[config.mk]
export PLATFORM = sky130hd
export DESIGN_NAME = ir_burst_pattern_sequencer_unit
export DESIGN_NICKNAME = d
export VERILOG_FILES = /design/src/sv/irbps_pkg.sv /design/src/sv/irbps_ctrl.sv /design/src/sv/irbps_datapath.sv /design/src/sv/ir_burst_pattern_sequencer_unit.sv
export SDC_FILE = /design/constraint.sdc
export NUM_CORES = 1
export LEC_CHECK = 0
export BUFFER_PORTS_ARGS = -buffer_cell sky130_fd_sc_hd__buf_2
export CORE_MARGIN = 3
export CORE_UTILIZATION = 50
export DETAILED_ROUTE_END_ITERATION = 8
export PLACE_DENSITY = 0.79
export SLEW_MARGIN = 15
export SYNTH_ARGS = -nofsm -noshare
export SYNTH_HDL_FRONTEND = slang
export SYNTH_SLANG_ARGS = --single-unit
[constraint.sdc]
create_clock -name clk -period 5.7 [get_ports clk]
set_clock_uncertainty 0.2 [all_clocks]
set_input_delay 1.14 -clock clk [delete_from_list [all_inputs] [get_ports clk]]
set_output_delay 1.14 -clock clk [all_outputs]
set_load 0.05 [all_outputs]
[src/sv/irbps_pkg.sv]
package irbps_pkg;

	localparam int DEF_TABLE_ENTRIES = 8;
	localparam int DEF_CODE_BYTES    = 32;

	localparam logic [1:0] CMD_LOAD_TABLE = 2'd0;
	localparam logic [1:0] CMD_LOAD_CODE  = 2'd1;
	localparam logic [1:0] CMD_ARM        = 2'd2;
	localparam logic [1:0] CMD_SEND       = 2'd3;

	localparam logic [1:0] REG_SYMBOL_COUNT = 2'd0;
	localparam logic [1:0] REG_REPEAT_COUNT = 2'd1;
	localparam logic [1:0] REG_CARRIER_RAW  = 2'd2;

	localparam logic [6:0] MAX_SYMBOLS    = 7'd64;
	localparam logic [7:0] REPEAT_FOREVER = 8'hFF;

	localparam logic STATUS_PULSE = 1'b0;
	localparam logic STATUS_IDLE  = 1'b1;

	typedef struct packed {
		logic [1:0]  command;
		logic [4:0]  slot;
		logic [15:0] mark_time;
		logic [15:0] space_time;
		logic [7:0]  code_byte;
	} in_word_t;

	typedef struct packed {
		logic        status;
		logic [17:0] period_ticks;
		logic [16:0] space_ticks;
		logic [16:0] carrier_compare;
		logic [5:0]  symbol_number;
		logic        last;
		logic        finished;
	} out_word_t;

	typedef struct packed {
		logic wr_table;
		logic wr_code;
		logic arm;
		logic send;
		logic emit_idle;
		logic emit_sym;
	} ctrl_cmd_t;

	typedef struct packed {
		logic rem_zero;
		logic n_zero;
		logic sym_last;
	} ctrl_stat_t;

endpackage

[src/sv/irbps_ctrl.sv]
module irbps_ctrl
	import irbps_pkg::*;
(
	input  logic       clk,
	input  logic       arst_n,
	input  logic       start,
	input  logic [1:0] command,
	input  ctrl_stat_t stat,
	output ctrl_cmd_t  cmd,
	output logic       busy
);

	localparam logic ST_IDLE = 1'b0;
	localparam logic ST_RUN  = 1'b1;

	logic state_q;
	logic state_d;
	logic accept;

	assign busy   = (state_q == ST_RUN);
	assign accept = start && !busy;

	always_comb begin
		cmd     = '0;
		state_d = state_q;
		unique case (state_q)
			ST_IDLE: begin
				if (accept) begin
					unique case (command)
						CMD_LOAD_TABLE: cmd.wr_table = 1'b1;
						CMD_LOAD_CODE:  cmd.wr_code  = 1'b1;
						CMD_ARM:        cmd.arm      = 1'b1;
						CMD_SEND: begin
							cmd.send = 1'b1;
							if (stat.rem_zero || stat.n_zero) begin
								cmd.emit_idle = 1'b1;
							end else begin
								state_d = ST_RUN;
							end
						end
						default: cmd = '0;
					endcase
				end
			end
			ST_RUN: begin
				cmd.emit_sym = 1'b1;
				if (stat.sym_last) begin
					state_d = ST_IDLE;
				end
			end
			default: state_d = ST_IDLE;
		endcase
	end

	always_ff @(posedge clk or negedge arst_n) begin
		if (!arst_n) begin
			state_q <= ST_IDLE;
		end else begin
			state_q <= state_d;
		end
	end

endmodule

[src/sv/irbps_datapath.sv]
module irbps_datapath
	import irbps_pkg::*;
#(
	parameter int TABLE_ENTRIES = DEF_TABLE_ENTRIES,
	parameter int CODE_BYTES    = DEF_CODE_BYTES
) (
	input  logic        clk,
	input  logic        arst_n,
	input  in_word_t    request,
	input  ctrl_cmd_t   cmd,
	output ctrl_stat_t  stat,
	input  logic        cfg_we,
	input  logic [1:0]  cfg_index,
	input  logic [31:0] cfg_data,
	output logic        strobe,
	output out_word_t   result
);

	localparam int TIW = $clog2(TABLE_ENTRIES);
	localparam int CIW = (CODE_BYTES > 1) ? $clog2(CODE_BYTES) : 1;

	logic [15:0] mark_q  [TABLE_ENTRIES];
	logic [15:0] space_q [TABLE_ENTRIES];
	logic [7:0]  code_q  [CODE_BYTES];

	logic [6:0]  symbol_count_q;
	logic [7:0]  repeat_count_q;
	logic [15:0] carrier_raw_q;
	logic [7:0]  rem_q;
	logic [6:0]  n_q;
	logic [5:0]  i_q;
	logic        fin_q;
	logic        strobe_q;
	out_word_t   result_q;

	logic [4:0]  pos;
	logic [7:0]  byte_rd;
	logic [2:0]  sym;
	logic [15:0] mk;
	logic [15:0] sp;
	logic [16:0] pair_sum;
	logic [19:0] f_scaled;
	logic [16:0] cmp;
	logic        fin_now;

	assign stat.rem_zero = (rem_q == 8'd0);
	assign stat.n_zero   = (symbol_count_q == 7'd0);
	assign stat.sym_last = ((7'(i_q) + 7'd1) == n_q);

	assign fin_now = (rem_q == 8'd0) || (rem_q == 8'd1);

	assign pos     = i_q[5:1];
	assign byte_rd = (32'(pos) < CODE_BYTES) ? code_q[pos[CIW-1:0]] : 8'd0;
	assign sym     = i_q[0] ? byte_rd[2:0] : byte_rd[6:4];

	always_comb begin
		if (32'(sym) < TABLE_ENTRIES) begin
			mk = mark_q[sym[TIW-1:0]];
			sp = space_q[sym[TIW-1:0]];
		end else begin
			mk = 16'd0;
			sp = 16'd0;
		end
	end

	assign pair_sum = {1'b0, mk} + {1'b0, sp};
	assign f_scaled = ({4'd0, carrier_raw_q} << 4) - ({4'd0, carrier_raw_q} << 1);
	assign cmp      = {1'b0, carrier_raw_q} + {2'b00, f_scaled[19:5]} + 17'd1;

	always_ff @(posedge clk or negedge arst_n) begin
		if (!arst_n) begin
			for (int k = 0; k < TABLE_ENTRIES; k++) begin
				mark_q[k]  <= 16'd0;
				space_q[k] <= 16'd0;
			end
			for (int k = 0; k < CODE_BYTES; k++) begin
				code_q[k] <= 8'd0;
			end
			symbol_count_q <= 7'd0;
			repeat_count_q <= 8'd0;
			carrier_raw_q  <= 16'd0;
			rem_q          <= 8'd0;
			n_q            <= 7'd0;
			i_q            <= 6'd0;
			fin_q          <= 1'b0;
			strobe_q       <= 1'b0;
		end else begin
			if (cfg_we) begin
				unique case (cfg_index)
					REG_SYMBOL_COUNT: symbol_count_q <= cfg_data[6:0];
					REG_REPEAT_COUNT: repeat_count_q <= cfg_data[7:0];
					REG_CARRIER_RAW:  carrier_raw_q  <= cfg_data[15:0];
					default: ;
				endcase
			end
			if (cmd.wr_table && (32'(request.slot) < TABLE_ENTRIES)) begin
				mark_q[request.slot[TIW-1:0]]  <= request.mark_time;
				space_q[request.slot[TIW-1:0]] <= request.space_time;
			end
			if (cmd.wr_code && (32'(request.slot) < CODE_BYTES)) begin
				code_q[request.slot[CIW-1:0]] <= request.code_byte;
			end
			if (cmd.arm) begin
				rem_q <= repeat_count_q;
			end
			if (cmd.send) begin
				if (rem_q != 8'd0 && rem_q != REPEAT_FOREVER) begin
					rem_q <= rem_q - 8'd1;
				end
				fin_q <= fin_now;
				n_q   <= (symbol_count_q > MAX_SYMBOLS) ? MAX_SYMBOLS : symbol_count_q;
				i_q   <= 6'd0;
			end
			if (cmd.emit_sym) begin
				i_q <= i_q + 6'd1;
			end
			strobe_q <= cmd.emit_idle || cmd.emit_sym;
		end
	end

	always_ff @(posedge clk) begin
		if (cmd.emit_idle) begin
			result_q.status          <= STATUS_IDLE;
			result_q.period_ticks    <= 18'd0;
			result_q.space_ticks     <= 17'd0;
			result_q.carrier_compare <= 17'd0;
			result_q.symbol_number   <= 6'd0;
			result_q.last            <= 1'b1;
			result_q.finished        <= fin_now;
		end else if (cmd.emit_sym) begin
			result_q.status          <= STATUS_PULSE;
			result_q.period_ticks    <= {pair_sum, 1'b0};
			result_q.space_ticks     <= {sp, 1'b0};
			result_q.carrier_compare <= cmp;
			result_q.symbol_number   <= i_q;
			result_q.last            <= stat.sym_last;
			result_q.finished        <= stat.sym_last && fin_q;
		end
	end

	assign strobe = strobe_q;
	assign result = result_q;

endmodule

[src/sv/ir_burst_pattern_sequencer_unit.sv]
// Channel   Handshake              Payload
// command   start / busy           request (in_word_t)
// result    strobe, one cycle      result (out_word_t)
// config    cfg_valid / cfg_ready  cfg_index, cfg_data
//
// Loads and arm give no word. A send gives one word the cycle after acceptance
// when the repeat count left is zero or there are no symbols, otherwise one word
// per cycle for n symbols (n up to 64), the first after the state register enters
// run and the result register takes symbol 0. busy is high while the symbols are
// walked. Reset clears the stores, the repeat counter and the registers but the
// result word. cfg_ready is always high; the receiver cannot stall.
module ir_burst_pattern_sequencer_unit
	import irbps_pkg::*;
#(
	parameter int TABLE_ENTRIES = DEF_TABLE_ENTRIES,
	parameter int CODE_BYTES    = DEF_CODE_BYTES
) (
	input  logic        clk,
	input  logic        arst_n,
	input  logic        start,
	output logic        busy,
	input  in_word_t    request,
	output logic        strobe,
	output out_word_t   result,
	input  logic        cfg_valid,
	output logic        cfg_ready,
	input  logic [1:0]  cfg_index,
	input  logic [31:0] cfg_data
);

	ctrl_cmd_t  cmd;
	ctrl_stat_t stat;

	assign cfg_ready = 1'b1;

	irbps_ctrl u_ctrl (
		.clk     (clk),
		.arst_n  (arst_n),
		.start   (start),
		.command (request.command),
		.stat    (stat),
		.cmd     (cmd),
		.busy    (busy)
	);

	irbps_datapath #(
		.TABLE_ENTRIES (TABLE_ENTRIES),
		.CODE_BYTES    (CODE_BYTES)
	) u_datapath (
		.clk       (clk),
		.arst_n    (arst_n),
		.request   (request),
		.cmd       (cmd),
		.stat      (stat),
		.cfg_we    (cfg_valid && cfg_ready),
		.cfg_index (cfg_index),
		.cfg_data  (cfg_data),
		.strobe    (strobe),
		.result    (result)
	);

endmodule

==> impl_results.md, run 1 <==
* Leak at around 15 nW
* Final Setup Violations at 0
* Finished Cell Area at slightly above 30000 µm²
* Yosys top cell by area: dfrtp_1
* Post-Syn Area at ~27000 µm²
* Relative slew slack at roughly 25%
* Synthesized area per cell at around 13 µm²
* Drt via density at 6.077
* Final WL at about 68000 µm
* Total track usage at between 20% and 30%
* Nature of the critical path endpoint: register
* Nets at 2445
* Area share of the largest cell type after synthesis at 46.13%
* Synth-to-layout area growth at 14.04%
* H-tree depth at 2
* Max rail drop VDD at 0.3098 mV
* DP HPWL at roughly 44000 µm
* Cells after Synth at 2157
* Synth top cells by count: mux2_2, dfrtp_1, nand2_1, mux2i_1, o21ai_0
* Share of the cycle needed by the critical path after routing at 97.60%
* Detailed-route wire length per cell at around 22 µm
* Setup TNS at 0 ns
* EDFF count, synth at 1
* Critical Path AT at between 5 and 6 ns
* Die outline height at approximately 240 µm
* Drt pass-1 iters at 5
* Worst-margin pin slew at approximately 1.1 ns
* Seq/Total Area, Yosys at between 50% and 60%
* DIE WIDTH at ~240 µm
* Pre-CTS WS at ~0.14 ns
* I/O Buffers at roughly 130
* Number of global-route vias before repair at about 19000
* Critical Path End: u_datapath.result[57]
* Hold Path Stages at 2
* Endpoints failing hold at 0
* Final non-filler cell total at just over 3000
* Crit path launch: u_datapath.i_q[1]
* DRT antenna net count at 0
* Via count at 18510
* Number of antenna violations at the first check in global routing at 6
* Reg2Reg Depth at 17
* DRC viols at 0
* # fillers at 3954
* Status: finished clean
* Initial DRC count at between 1000 and 1500
* Worst flop-to-flop path endpoint: u_datapath.result[57]
* Ports at ~150
* TritonCTS buffer count at between 50 and 60
* CTS Hold Buffers Added at 0
* Placed Area at between 20000 and 30000 µm²
* Grt ovf at 0
* Worst r2r src: u_datapath.i_q[1]
* Crit start category: register
* First-pass GRT wire length at roughly 110000 µm
* R2R setup slack at around 0.14 ns
* Initial Util at just over 50%
* Clock transition at the registers of the reported paths at ~0.060 ns
* Dpl cells at between 2000 and 3000
* Fmax at between 150 and 200 MHz
* HP Class: reg2reg
* Routability Congestion at approximately 0.87
* Most common cell in the netlist: mux2_2
* Die area at 57410 µm²
* Clk sinks at between 500 and 600
* Fraction of registers with async set/reset at 89.50%
* Yosys warnings at 0
* Main synth FF type: dfrtp_1
* Worst-Skew Late Latency at 0.64 ns
* Min Tclk post-route at 5.563 ns
* Clk buf depth at 3
* Max-cap viol count at 0
* Top cells by area, synth: dfrtp_1, mux2_2, mux2i_1, dfxtp_1, mux4_2
* PnR worst setup slack at 0.1367 ns
* PD cells at ~310 nW/µm²
* Worst path required time at roughly 6.0 ns
* Num rows at 84
* Synthesized flop and latch total at 562
* Max Slew Vio Count at 0
* Largest net degree at the start of global routing at 134
* WS Path Type: reg2reg
* Clock root buffer: clkbuf_16
* CTS tree: built
* Synth unique cells at 70
* Core area at 53290 µm²
* Layout cell share with drive strength beyond 1 at about two fifths
* CP max FO at 37
* Setup repair after global routing missed its margin: no
## cell families after synthesis
family          count (synthesis)  synth area share [%]
mux                           709                 30.54
fa+ha+maj                      51                 2.394
flops                         562                 50.49
other cells                     2               0.02752
xor+xnor                       42                 1.348
compound gates                247                 5.759
buf+inv                       157                 2.549
simple gates                  387                 6.892
## layout by cell type (no fill, tap or decap), types with 16 or more instances in the layout
cell       synthesis  layout
nor2_1            62      59
dfrtp_1          503     499
nand2b_1          17      17
mux2_2           528     528
dfxtp_1           58      58
a21oi_1           32      32
inv_1             25      25
ha_1              49      49
xor2_1            20      20
nor3_1            25      24
nand3_1           36      35
o22ai_1           37      37
mux2i_1          135     134
xnor2_1           22      22
mux4_2            46      46
buf_4              9      83
clkbuf_16          0      57
buf_2             22     126
nand2_1          145     143
o21ai_0           88      86
or3_1             28      28
a221oi_1          17      16
## power by group
part | internal (W) | switching, W | leakage [nW] | total (W)
logic | 0.000543 | 0.000931 | 6.39 | 0.00147
clock network | 0.00231 | 0.00163 | 0.973 | 0.00394
registers | 0.00411 | 0.0000827 | 7.42 | 0.00419
## worst min-delay path by stage
| stage | from | to |
|---|---|---|
| 2_1_floorplan | u_datapath.fin_q | u_datapath.fin_q |
| 3_3_place_gp | u_datapath.result[60] | u_datapath.result[60] |
| 3_5_place_dp | u_datapath.result[21] | u_datapath.result[21] |
| 4_1_cts | u_datapath.result[13] | u_datapath.result[13] |
| 5_1_grt | u_datapath.result[6] | u_datapath.result[6] |
| 6_report | u_datapath.result[13] | u_datapath.result[13] |
## cell type report
type / count / area (µm²) / share of cell area, %
Tap cell: 688 / 860.8 / 2.766
Sequential cell: 562 / 13790 / 44.30
Clock inverter: 26 / 357.8 / 1.150
Clock buffer: 78 / 1615 / 5.191
Antenna cell: 4 / 10.01 / 0.03216
Timing Repair Buffer: 222 / 1500 / 4.821
Multi-Input combinational cell: 1439 / 12890 / 41.42
Inverter: 27 / 101.3 / 0.3257
## sequential cells by signal, indices dropped and copies added (netlist names)
signal,cells
u_datapath.carrier_raw_q,16
u_datapath.fin_q,1
u_datapath.symbol_count_q,7
u_datapath.code_q,192
u_ctrl.busy,1
u_datapath.space_q,128
u_datapath.mark_q,128
u_datapath.i_q,6
u_datapath.strobe,1
u_datapath.rem_q,8
u_datapath.result,59
u_datapath.repeat_count_q,8
u_datapath.n_q,7
## repair_timing
action                                  CTS  global route
setup buffers                             0             3
endpoints found under the setup margin    0             5
gates resized for setup                   0             8
hold endpoints to repair                  0             0
## metal layers
layer / wire (µm) / up-vias / GRT usage (%)
li1: - / 8210 / -
met1: 28690 / 9537 / 31.44
met2: 32540 / 624 / 38.79
met3: 4650 / 133 / 4.537
met4: 2056 / 6 / 7.971
met5: 45 / - / 0
## worst max-delay path: stages (launching register included)
cell and delay (ns):
dfrtp_4 0.56, buf_12 0.21, mux4_2 0.55, mux4_2 0.49
mux2i_1 0.27, o21bai_4 0.13, buf_12 0.20, buf_4 0.29
mux2i_1 0.19, mux2_2 0.28, o21ai_0 0.36, ha_1 0.35
and3_1 0.20, a2111oi_0 0.45, o21bai_1 0.14, a21oi_1 0.23
xor2_1 0.18, o21ai_0 0.08
## per-stage QoR
step / power [W] / hold WS, ns / util, %
2_1_floorplan: 0.005325 / 0.2497 / -
3_3_place_gp: 0.005646 / 0.2314 / 54.56
3_5_place_dp: 0.005719 / 0.2513 / 54.56
4_1_cts: 0.009652 / 0.2596 / 58.26
5_1_grt: 0.009989 / 0.2802 / 58.39
6_report: 0.009605 / 0.2554 / 58.40
No activity file was read; power rests on OpenSTA's default activity.
==> run 2, diff against run 1 <==
--- a/config.mk
+++ b/config.mk
@@ -6,10 +6,12 @@
 export NUM_CORES = 1
 export LEC_CHECK = 0
 export BUFFER_PORTS_ARGS = -buffer_cell sky130_fd_sc_hd__buf_2
+export CELL_PAD_IN_SITES_DETAIL_PLACEMENT = 1
+export CELL_PAD_IN_SITES_GLOBAL_PLACEMENT = 1
 export CORE_MARGIN = 3
 export CORE_UTILIZATION = 50
 export DETAILED_ROUTE_END_ITERATION = 8
-export PLACE_DENSITY = 0.79
+export PLACE_DENSITY = 0.91
 export SLEW_MARGIN = 15
 export SYNTH_ARGS = -nofsm -noshare
 export SYNTH_HDL_FRONTEND = slang
==> run 2 against run 1 <==
  * The run now ends with setup timing left
  * Setup slack lost 0.93 ns
  * Wire length grew 78%
  * Non-clock buffer count grew 30
  * Cell count grew 1.4%
  * Via count grew 24%
  * Register-to-register slack lost 0.93 ns
  * Core utilization grew 1.6 points
==> impl_results.md, run 2 (same netlist as run 1, synthesis figures left out) <==
* Reg2Reg Depth at 21
* Via count at approximately 23000
* TritonCTS buffer count at slightly below 60
* Failing checks: setup timing
* DIE WIDTH at 239.6 µm
* Top reg by flops: u_datapath.code_q
* PD cells at approximately 310 nW/µm²
* Drt via density at between 7 and 8
* Max Slew Vio Count at 0
* Die area at between 50000 and 60000 µm²
* Min Tclk post-route at between 6 and 7 ns
* Max-cap viol count at 0
* Initial DRC count at 2938
* I/O Buffers at 127
* Die outline height at roughly 240 µm
* Biggest regs: u_datapath.code_q (192), u_datapath.mark_q (128), u_datapath.space_q (128)
* Detailed-route wire length per cell at 39.09 µm
* H-tree depth at 2
* DRT antenna net count at 0
* Number of antenna violations at the first check in global routing at 23
* HP Class: reg2reg
* Clk sinks at 562
* Status: finished, violations left
* Nets at 2477
* CP max FO at 48
* Total track usage at between 30% and 40%
* Number of global-route vias before repair at approximately 23000
* Num rows at 84
* Final WL at 120800 µm
* Clock root buffer: clkbuf_16
* Relative slew slack at ~14%
* CTS tree: built
* Worst r2r src: u_datapath.i_q[1]
* Hold Path End: u_datapath.result[60]
* Clk buf depth at 3
* Nature of the critical path endpoint: register
* Critical Path AT at a little under 7 ns
* R2R setup slack at -0.80 ns
* Routability Congestion at between 0.8 and 0.9
* Share of the cycle needed by the critical path after routing at 114.0%
* Ports at ~150
* Final Setup Violations at 12
* Core area at approximately 53000 µm²
* Worst flop-to-flop path endpoint: u_datapath.result[58]
* Total power draw at around 0.01 W
* PnR worst setup slack at -0.7980 ns
* Worst-Skew Late Latency at 0.69 ns
* Clock transition at the registers of the reported paths at 0.07 ns
* DP HPWL at about 55000 µm
* WS Path Type: reg2reg
* Leak at between 15 and 20 nW
* Crit start category: register
* First-pass GRT wire length at 158400 µm
* Worst path required time at 6.05 ns
* Largest net degree at the start of global routing at around 130
* Max reg flops at 192
* Initial Util at between 50% and 60%
* Most common cell after layout, fill and taps aside: mux2_2
* Fmax at approximately 150 MHz
* Hold Path Stages at 1
* Drt pass-1 iters at 7
* DRC viols at 0
* Max rail drop VDD at around 0.26 mV
* Endpoints failing hold at 0
* Final core utilization at 59.97%
* Grt ovf at 0
* Worst-margin pin slew at approximately 1.3 ns
* Layout cell share with drive strength beyond 1 at 41.97%
* Most frequent cells in the layout: mux2_2, dfrtp_1, nand2_1
* Synth-to-layout area growth at 17.12%
* Hold Startpoint: u_datapath.result[60]
==> run 2: through the flow <==
step,hold WS (ns),instance area (µm²),setup slack (ns),TNS [ns],std cells
3_5_place_dp,0.2455,29090,-0.2011,-0.4929,2935
2_1_floorplan,0.2497,27290,0.5980,0,2158
4_1_cts,0.2593,31370,0.001581,0,3063
5_1_grt,0.2814,31940,-0.7070,-5.009,3083
3_3_place_gp,0.2323,29090,0.1568,0,2935
6_report,0.2668,31960,-0.7980,-6.106,3090
==> run 2: cell type report <==
class                           instances  area (µm²)
Clock inverter                         17       226.5
Timing Repair Buffer                  252        1907
Fill cell                            5151       21330
Multi-Input combinational cell       1439       13300
Antenna cell                           10       25.02
Tap cell                              688       860.8
Inverter                               27       101.3
Sequential cell                       562       13790
Clock buffer                           95        1752
==> run 2: critical path, cell delays in order, from the launching register on <==
cell	delay [ns]
dfrtp_4	0.52
clkbuf_16	0.19
buf_4	0.16
mux4_2	0.61
a22oi_1	0.39
a41oi_1	0.19
o21bai_4	0.28
buf_12	0.22
mux2i_1	0.81
mux2_2	0.32
o21ai_0	0.08
buf_4	0.16
ha_2	0.35
buf_4	0.18
nor2_1	0.15
nor2_1	0.13
nand3_4	0.11
a31oi_4	0.12
a211o_1	0.37
a21oi_4	0.35
xor2_2	0.26
o21ai_1	0.11
==> run 2: repair_timing <==
action,4_1_cts,5_1_grt
gates resized for setup,35,79
setup endpoints to repair,7,9
pin swaps,5,22
hold buffers,0,0
cloned,2,2
setup buffers,14,16
==> run 2: layer usage <==
layer | wire, µm | share of wire (%) | vias to the layer above | track usage, %
met5 | 161 | 0.13 | - | 0.5051
met4 | 11820 | 9.8 | 24 | 23.90
met3 | 15100 | 13 | 951 | 11.35
met2 | 52760 | 44 | 2218 | 59.10
met1 | 40950 | 34 | 11520 | 43.41
li1 | - | - | 8245 | -
==> run 2: where the power goes <==
group / internal, W / switching (W)
combinational: 0.000557 / 0.00108
clock: 0.00230 / 0.00191
sequential: 0.00411 / 0.0000996
==> run 2: how the worst max path moves through the flow <==
stage / start / to / slack [ns] / depth (start not counted)
after detailed placement: u_datapath.i_q[1] / u_datapath.result[58] / -0.20 / 21
after CTS: u_datapath.i_q[1] / u_datapath.result[59] / 0.002 / 23
after floorplan: u_datapath.i_q[1] / u_datapath.result[57] / 0.60 / 23
after global routing: u_datapath.i_q[1] / u_datapath.result[58] / -0.71 / 21
final: u_datapath.i_q[1] / u_datapath.result[58] / -0.80 / 21
after global placement: u_datapath.i_q[2] / u_datapath.result[59] / 0.16 / 23
